**config.mk**
```make
export PLATFORM = sky130hd
export DESIGN_NAME = spike_rate_pulse_mapper_unit
export DESIGN_NICKNAME = d
export VERILOG_FILES = /design/src/hdl/spm_pkg.sv /design/src/hdl/spm_front.sv /design/src/hdl/spm_queue.sv /design/src/hdl/spm_div.sv /design/src/hdl/spike_rate_pulse_mapper_unit.sv
export SDC_FILE = /design/constraint.sdc
export NUM_CORES = 2
export LEC_CHECK = 0
export BUFFER_PORTS_ARGS = -buffer_cell sky130_fd_sc_hd__buf_2
export CORE_MARGIN = 2
export CORE_UTILIZATION = 58
export CTS_CLUSTER_SIZE = 12
export DETAILED_ROUTE_END_ITERATION = 16
export PLACE_DENSITY_LB_ADDON = 0.1
export SLEW_MARGIN = 20
export SYNTH_ARGS = -nofsm -noshare
export SYNTH_HDL_FRONTEND = slang
export SYNTH_SLANG_ARGS = --single-unit
```
**constraint.sdc**
```tcl
create_clock -name clk -period 68.8 [get_ports clk]
set_input_delay 0 -clock clk [delete_from_list [all_inputs] [get_ports clk]]
set_output_delay 0 -clock clk [all_outputs]
set_load 0.1 [all_outputs]
```
**src/hdl/spm_pkg.sv**
```systemverilog
`timescale 1ns / 1ps
package spm_pkg;

	// mapping register codes
	typedef enum logic [1:0] {
		MAP_LINEAR = 2'd0,
		MAP_FLOOR  = 2'd1,
		MAP_ROUND  = 2'd2,
		MAP_RSVD   = 2'd3
	} map_t;

	// configuration register indexes
	localparam logic REG_WINDOW  = 1'b0;
	localparam logic REG_MAPPING = 1'b1;

	localparam logic [15:0] WINDOW_RESET = 16'd10;

	// how the final remainder decides the pulse
	typedef enum logic [1:0] {
		CLS_ZERO = 2'd0,
		CLS_ONE  = 2'd1,
		CLS_EQ   = 2'd2,
		CLS_NE   = 2'd3
	} cls_t;

	typedef struct packed {
		cls_t cls;
		logic use_div;
	} ctl_t;

endpackage

```
**src/hdl/spm_front.sv**
```systemverilog
`timescale 1ns / 1ps
module spm_front #(
	parameter int N = 16
) (
	input  logic [N-1:0]   window,
	input  spm_pkg::map_t  mapping,
	input  logic [N-1:0]   s,
	input  logic [N-1:0]   x,
	output spm_pkg::ctl_t  ctl,
	output logic [N-1:0]   ddirect,
	output logic [N+1:0]   num1,
	output logic [N+1:0]   den1
);
	import spm_pkg::*;

	logic [N-1:0] top;
	logic [N-1:0] half;
	logic [N-1:0] cden;

	assign top  = window - N'(1);
	assign half = window >> 1;
	assign cden = top - x;

	// classify the item and set up the first division
	always_comb begin
		ctl.cls     = CLS_ZERO;
		ctl.use_div = 1'b0;
		ddirect     = N'(1);
		num1        = (N+2)'(1);
		den1        = (N+2)'(1);
		if (x < window) begin
			case (mapping)
				MAP_LINEAR: begin
					ctl.cls = CLS_EQ;
					ddirect = window - x;
				end
				MAP_FLOOR: begin
					if (x < half) begin
						if (s == '0) begin
							ctl.cls = CLS_ONE;
						end else if (x == '0) begin
							ctl.cls = CLS_ZERO;
						end else begin
							ctl.cls     = CLS_EQ;
							ctl.use_div = 1'b1;
							num1        = {2'b00, top};
							den1        = {2'b00, x};
						end
					end else if (x >= top) begin
						ctl.cls = CLS_ONE;
					end else begin
						ctl.cls     = CLS_NE;
						ctl.use_div = 1'b1;
						num1        = {2'b00, top};
						den1        = {2'b00, cden};
					end
				end
				MAP_ROUND: begin
					if ({x, 1'b0} < {1'b0, window}) begin
						if (s == '0) begin
							ctl.cls = CLS_ONE;
						end else if (x == '0) begin
							ctl.cls = CLS_ZERO;
						end else begin
							ctl.cls     = CLS_EQ;
							ctl.use_div = 1'b1;
							num1        = {1'b0, top, 1'b0} + {2'b00, x};
							den1        = {1'b0, x, 1'b0};
						end
					end else if (x >= top) begin
						ctl.cls = CLS_ONE;
					end else begin
						ctl.cls     = CLS_NE;
						ctl.use_div = 1'b1;
						num1        = {1'b0, top, 1'b0} + {2'b00, cden};
						den1        = {1'b0, cden, 1'b0};
					end
				end
				default: begin
					ctl.cls = CLS_ZERO;
				end
			endcase
		end
	end

endmodule

```
**src/hdl/spm_queue.sv**
```systemverilog
`timescale 1ns / 1ps
module spm_queue #(
	parameter int DW = 8
) (
	input  logic          clk,
	input  logic          arst_n,
	input  logic          wr,
	input  logic [DW-1:0] wdata,
	input  logic          rd,
	output logic [DW-1:0] rdata,
	output logic          empty,
	output logic          full
);
	localparam int DEPTH = 4;

	logic [DW-1:0] mem_q [DEPTH];
	logic [1:0]    wptr_q;
	logic [1:0]    rptr_q;
	logic [2:0]    count_q;
	logic [2:0]    count_nxt;
	logic          full_q;
	logic          do_wr;
	logic          do_rd;

	assign do_wr = wr && !full_q;
	assign do_rd = rd && (count_q != 3'd0);
	assign empty = (count_q == 3'd0);
	assign full  = full_q;
	assign rdata = mem_q[rptr_q];

	always_comb begin
		count_nxt = count_q + {2'b00, do_wr} - {2'b00, do_rd};
	end

	// pointers and fill level
	always_ff @(posedge clk or negedge arst_n) begin
		if (!arst_n) begin
			wptr_q  <= '0;
			rptr_q  <= '0;
			count_q <= '0;
			full_q  <= 1'b0;
		end else begin
			if (do_wr) wptr_q <= wptr_q + 2'd1;
			if (do_rd) rptr_q <= rptr_q + 2'd1;
			count_q <= count_nxt;
			full_q  <= (count_nxt == 3'(DEPTH));
		end
	end

	// storage
	always_ff @(posedge clk) begin
		if (do_wr) mem_q[wptr_q] <= wdata;
	end

`ifndef SYNTHESIS
	a_count_range: assert property (@(posedge clk) disable iff (!arst_n)
		count_q <= 3'(DEPTH)) else $error("queue over depth");
	a_full_match: assert property (@(posedge clk) disable iff (!arst_n)
		full_q == (count_q == 3'(DEPTH))) else $error("full flag out of step");
	a_rd_hold: assert property (@(posedge clk) disable iff (!arst_n)
		!rd && !wr |=> count_q == $past(count_q)) else $error("level moved when idle");
`endif

endmodule

```
**src/hdl/spm_div.sv**
```systemverilog
`timescale 1ns / 1ps
module spm_div #(
	parameter int W  = 18,
	parameter int SW = 3
) (
	input  logic          clk,
	input  logic          arst_n,
	input  logic          en,
	input  logic          in_vld,
	input  logic [W-1:0]  num,
	input  logic [W-1:0]  den,
	input  logic [SW-1:0] side,
	output logic          out_vld,
	output logic [W-1:0]  quot,
	output logic [W-1:0]  rem,
	output logic [SW-1:0] side_out
);
	logic          vld_q  [W];
	logic [W-1:0]  rem_q  [W];
	logic [W-1:0]  num_q  [W];
	logic [W-1:0]  den_q  [W];
	logic [W-1:0]  quo_q  [W];
	logic [SW-1:0] side_q [W];

	// one quotient bit per stage, restoring
	for (genvar k = 0; k < W; k++) begin : g_stage
		logic          v_in;
		logic [W-1:0]  r_in;
		logic [W-1:0]  n_in;
		logic [W-1:0]  d_in;
		logic [W-1:0]  q_in;
		logic [SW-1:0] s_in;
		logic [W:0]    trial;
		logic [W:0]    diff;
		logic          ge;

		if (k == 0) begin : g_first
			assign v_in = in_vld;
			assign r_in = '0;
			assign n_in = num;
			assign d_in = den;
			assign q_in = '0;
			assign s_in = side;
		end else begin : g_next
			assign v_in = vld_q[k-1];
			assign r_in = rem_q[k-1];
			assign n_in = num_q[k-1];
			assign d_in = den_q[k-1];
			assign q_in = quo_q[k-1];
			assign s_in = side_q[k-1];
		end

		assign trial = {r_in, n_in[W-1]};
		assign diff  = trial - {1'b0, d_in};
		assign ge    = (trial >= {1'b0, d_in});

		always_ff @(posedge clk or negedge arst_n) begin
			if (!arst_n) begin
				vld_q[k] <= 1'b0;
			end else if (en) begin
				vld_q[k] <= v_in;
			end
		end

		always_ff @(posedge clk) begin
			if (en) begin
				rem_q[k]  <= ge ? diff[W-1:0] : trial[W-1:0];
				num_q[k]  <= n_in << 1;
				den_q[k]  <= d_in;
				quo_q[k]  <= {q_in[W-2:0], ge};
				side_q[k] <= s_in;
			end
		end
	end

	assign out_vld  = vld_q[W-1];
	assign quot     = quo_q[W-1];
	assign rem      = rem_q[W-1];
	assign side_out = side_q[W-1];

endmodule

```
**src/hdl/spike_rate_pulse_mapper_unit.sv**
```systemverilog
`timescale 1ns / 1ps
// Spike rate pulse mapper: for each (step, level) transfer one pulse bit comes
// out, in order, at a sustained rate of one item per clock while out_stall is
// low. The item is classified and written to a four-entry queue, then passes a
// STEP_BITS+2 stage pipelined divider that forms the modulus, a STEP_BITS stage
// divider that forms the step remainder, and an output register. window_length
// and mapping go through the cfg port; the user must write them only while the
// block is idle, which the block itself does not enforce.
module spike_rate_pulse_mapper_unit #(
	parameter int STEP_BITS = 16
) (
	input  logic        clk,
	input  logic        arst_n,
	input  logic        cfg_we,
	input  logic        cfg_index,
	input  logic [15:0] cfg_data,
	input  logic        in_valid,
	output logic        in_stall,
	input  logic [15:0] step,
	input  logic [15:0] level,
	output logic        out_valid,
	input  logic        out_stall,
	output logic        pulse
);
	import spm_pkg::*;

	localparam int N   = STEP_BITS;
	localparam int CW  = $bits(ctl_t);
	localparam int QW  = CW + N + N + (N + 2) + (N + 2);
	localparam int S1W = CW + N + N;

	logic [15:0]  window_q;
	map_t         mapping_q;
	logic [N-1:0] s_in;
	logic [N-1:0] x_in;
	ctl_t         f_ctl;
	logic [N-1:0] f_ddirect;
	logic [N+1:0] f_num1;
	logic [N+1:0] f_den1;
	logic [QW-1:0] q_wdata;
	logic [QW-1:0] q_rdata;
	logic         q_empty;
	logic         q_full;
	logic         adv;
	logic         pop;
	ctl_t         b_ctl;
	logic [N-1:0] b_s;
	logic [N-1:0] b_ddirect;
	logic [N+1:0] b_num1;
	logic [N+1:0] b_den1;
	logic         d1_vld;
	logic [N+1:0] d1_quot;
	logic [N+1:0] d1_rem;
	logic [S1W-1:0] d1_side;
	ctl_t         m_ctl;
	logic [N-1:0] m_s;
	logic [N-1:0] m_ddirect;
	logic [N-1:0] m_den;
	logic         d2_vld;
	logic [N-1:0] d2_quot;
	logic [N-1:0] d2_rem;
	logic [CW-1:0] d2_side;
	ctl_t         o_ctl;
	logic         fire;
	logic         out_vld_q;
	logic         pulse_q;

	// configuration registers
	always_ff @(posedge clk or negedge arst_n) begin
		if (!arst_n) begin
			window_q  <= WINDOW_RESET;
			mapping_q <= MAP_LINEAR;
		end else if (cfg_we) begin
			case (cfg_index)
				REG_WINDOW:  window_q  <= cfg_data;
				REG_MAPPING: mapping_q <= map_t'(cfg_data[1:0]);
				default:     ;
			endcase
		end
	end

	assign s_in = N'(step);
	assign x_in = N'(level);

	spm_front #(.N(N)) u_front (
		.window  (N'(window_q)),
		.mapping (mapping_q),
		.s       (s_in),
		.x       (x_in),
		.ctl     (f_ctl),
		.ddirect (f_ddirect),
		.num1    (f_num1),
		.den1    (f_den1)
	);

	assign q_wdata  = {f_ctl, s_in, f_ddirect, f_num1, f_den1};
	assign in_stall = q_full;

	// back end advances whenever the output register is free or taken
	assign adv = !out_vld_q || !out_stall;
	assign pop = adv && !q_empty;

	spm_queue #(.DW(QW)) u_queue (
		.clk    (clk),
		.arst_n (arst_n),
		.wr     (in_valid),
		.wdata  (q_wdata),
		.rd     (pop),
		.rdata  (q_rdata),
		.empty  (q_empty),
		.full   (q_full)
	);

	assign {b_ctl, b_s, b_ddirect, b_num1, b_den1} = q_rdata;

	// modulus from the window and level
	spm_div #(.W(N + 2), .SW(S1W)) u_div_mod (
		.clk      (clk),
		.arst_n   (arst_n),
		.en       (adv),
		.in_vld   (pop),
		.num      (b_num1),
		.den      (b_den1),
		.side     ({b_ctl, b_s, b_ddirect}),
		.out_vld  (d1_vld),
		.quot     (d1_quot),
		.rem      (d1_rem),
		.side_out (d1_side)
	);

	assign {m_ctl, m_s, m_ddirect} = d1_side;
	assign m_den = m_ctl.use_div ? d1_quot[N-1:0] : m_ddirect;

	// step remainder
	spm_div #(.W(N), .SW(CW)) u_div_step (
		.clk      (clk),
		.arst_n   (arst_n),
		.en       (adv),
		.in_vld   (d1_vld),
		.num      (m_s),
		.den      (m_den),
		.side     (m_ctl),
		.out_vld  (d2_vld),
		.quot     (d2_quot),
		.rem      (d2_rem),
		.side_out (d2_side)
	);

	assign o_ctl = ctl_t'(d2_side);

	// pulse decision
	always_comb begin
		case (o_ctl.cls)
			CLS_ONE: fire = 1'b1;
			CLS_EQ:  fire = (d2_rem == '0);
			CLS_NE:  fire = (d2_rem != '0);
			default: fire = 1'b0;
		endcase
	end

	always_ff @(posedge clk or negedge arst_n) begin
		if (!arst_n) begin
			out_vld_q <= 1'b0;
		end else if (adv) begin
			out_vld_q <= d2_vld;
		end
	end

	always_ff @(posedge clk) begin
		if (adv) pulse_q <= fire;
	end

	assign out_valid = out_vld_q;
	assign pulse     = pulse_q;

`ifndef SYNTHESIS
	a_no_pop_stalled: assert property (@(posedge clk) disable iff (!arst_n)
		out_vld_q && out_stall |-> !pop) else $error("queue read while output stalled");
	a_out_hold: assert property (@(posedge clk) disable iff (!arst_n)
		out_vld_q && out_stall |=> out_vld_q && $stable(pulse_q))
		else $error("output changed while stalled");
	a_pipe_freeze: assert property (@(posedge clk) disable iff (!arst_n)
		!adv |=> $stable(d2_vld)) else $error("back end moved while stalled");
`endif

endmodule

```
==> flow_summary_export.csv <==
group,metric,value,unit
place,port_buffers,56,
timing,achievable-frequency,155,MHz
route,drtAntennaViolNets,0,
global_routing,grt_pass1_vias,64555,
synthesis,synth_edf_count,2443,
synthesis,yosysSeqAreaShare,65.1,%
timing,clock_skew,0.0648,ns
job,maxCapViolations,0,
setup_path,worstPathArrival,6.93,ns
synthesis,synth_area,115000,um^2
place,hpwl,149000,um
timing,finalWorstSetupSlack,62.35,ns
finish,drive_gt1_share,11.5,%
place,place.gp.congestion,0.915,
cts,post_cts_buffers,0,
finish,post-route-util,64.6,%
route,wire_per_inst,19.0,um
synthesis,synthFlopType,"edfxtp_1",
finish,nFillCells,14259,
global_routing,grt.overflow.total,0,
global_routing,grt_pass1_wl,344000,um
pwr,power.density,50.5,nW/um^2
cts,cts.sinks,2504,
route,via_per_inst,5.69,
global_routing,grt_usage,21.3,%
global_routing,grt_antenna_before_repair,5,
timing,slew_viol_final,0,
setup_path,worstPathRequired,69.28,ns
place,dp_slack,61.98,ns
cts,h-tree-depth,5,
route,drt-pass1-iter-count,6,
pwr,finalPower,0.00644,W
hold_path,hold_path.class,"input port to flip-flop",
cts,clk_path_buf_depth,4,
setup_path,start_kind,"flip-flop",
synthesis,async_reset_ff_share,2.44,%
finish,layout_common_cells,"edfxtp_1, inv_1, ha_1",
finish,ff_latch_area,74900,um^2
synthesis,synthCells,8072,
timing,rsz0062_at_grt,"false",
cts,cts_tree,"done",
synthesis,synth_cell_type_count,93,
global_routing,grt_max_degree,187,
setup_path,worstSetupPathType,"flip-flop to flip-flop",
status,status,"complete, no violations",
synthesis,yosysWarnings,0,
finish,multi_input_area,36800,um^2
timing,setup_tns,0,ns
timing,fin_crit,6.45,ns
route,drtIter0Drc,4339,
finish,syn_to_final_growth,10.9,%
synthesis,synth_nets,8784,
route,vias,64085,
synthesis,synth.area.top_cells,"edfxtp_1, ha_1, mux2_2, inv_1, xnor2_1",
setup_path,r2r_slack,62.35,ns
timing,tightest_slew,1.04,ns
route,post-route-drc-count,0,
synthesis,ys_ff_latch,2504,
synthesis,synth_top_area_share,63.8,%
die,coreArea,197000,um^2
die,rows,163,
pwr,ir_worst_vdd,0.0000333,V
die,die_y,449,um
finish,nets,9182,
die,initial_core_util,58.3,%
timing,setup-violations-final,0,
die,num_io_pins,57,
cts,clk_latency,0.92,ns
cts,cts-root-buf,"clkbuf_16",
setup_path,cp-end-kind,"flip-flop",
timing,hold_viol_final,0,
route,wl,214000,um
synthesis,yosysTopAreaCell,"edfxtp_1",
synthesis,avgSynthCellArea,14.2,um^2
die,die_area,202000,um^2
cts,cts_made_buffers,283,
die,die_w,449,um
setup_path,path_max_fanout,91,
timing,slew_headroom,30.4,%
finish,final_common_cell,"edfxtp_1",
timing,fin_crit_sh,9.37,%
cts,clk_pin_slew,0.06,ns
pwr,power.static_leakage,48.4,nW
## path summary, 6_finish.rpt
kind | from | end | cells past startpoint
max in group asynchronous | arst_n | u_queue.rptr_q[0] | 4
min | level[3] | u_queue.mem_q[0][4] | 5
max reg2reg | out_valid | u_div_step.den_q[6][12] | 7
max | out_valid | u_div_step.den_q[6][12] | 7
min in group asynchronous | arst_n | u_div_step.g_stage[3].v_in | 4
min reg2reg | u_div_mod.side_q[0][14] | u_div_mod.side_q[1][14] | 0
## Yosys cell counts (28+ instances only)
library cell / instances
nor2_1: 509
ha_1: 622
o211ai_1: 65
a211oi_1: 78
or3_1: 65
a21oi_1: 413
nor2b_1: 93
mux2i_1: 67
o21bai_1: 42
xnor2_1: 302
mux2_2: 390
nor3_1: 146
o31a_1: 34
nand2b_1: 67
a21o_1: 143
fa_1: 36
o21a_1: 120
a31oi_1: 34
clkbuf_1: 49
dfrtp_1: 59
nand4_1: 75
nand3_1: 136
inv_1: 749
mux4_2: 69
xor2_1: 79
nand2_1: 313
and3_1: 28
o21ai_0: 269
edfxtp_1: 2443
and2_1: 44
## logic make-up after synthesis
family | count (synthesis) | share of synthesized area [%]
flops | 2504 | 65.1
simple gates | 1606 | 6.80
compound gates | 1523 | 8.80
buf+inv | 847 | 2.87
fa+ha+maj | 658 | 7.40
mux | 553 | 6.09
xor+xnor | 381 | 2.90
## what timing repair did
item                                   in CTS  in global routing
gates resized for setup                     0                  0
hold buffers                              104                  0
endpoints found under the hold margin     301                  0
## layer usage
metal,global-route usage [%],part of all wire [%],vias up
met5,0,0,-
met3,3.36,3.8,371
met4,6.71,2.7,0
met2,36.6,50,1221
li1,-,-,31246
met1,27.8,44,31247
## layout make-up
type                       count  area share [%]
clock buffer                 364            5.90
sequential                  2504            58.7
tap                         2640            2.59
timing repair buffer         209            1.37
antenna                        3         0.00589
inverter                     751            2.21
clock inverter                65           0.286
multi-input combinational   4721            28.9
## critical path: stages (launching register included)
cell,delay (ns)
dfrtp_1,0.41
nand2_4,0.57
buf_4,0.77
buf_4,0.87
buf_4,0.85
buf_4,0.80
buf_6,0.72
buf_4,0.80
## flip-flops by register name, summed over array words and instances (netlist names), 136 cells and up
name,count
u_div_mod.quo_q,136
u_div_step.den_q,240
u_div_mod.den_q,289
u_div_mod.rem_q,306
u_div_mod.num_q,153
u_div_mod.side_q,630
u_div_step.rem_q,256
u_queue.mem_q,280
## metrics by stage
step           instance area (um^2)  cells  hold WS (ns)
2_1_floorplan                115000   8072        -0.296
3_3_place_gp                 119000  10721         0.205
3_5_place_dp                 119000  10721         0.212
4_1_cts                      127000  11254        0.0298
5_1_grt                      127000  11255        0.0565
6_report                     127000  11257        0.0825
## report_power, final
group / switching, W / internal (W) / leakage (nW)
clock network: 0.000541 / 0.000768 / 3.84
logic: 0.00139 / 0.00118 / 20.2
registers: 0.000215 / 0.00235 / 24.4
total: 0.00214 / 0.00430 / 48.4
No activity file was read; power rests on OpenSTA's default activity.
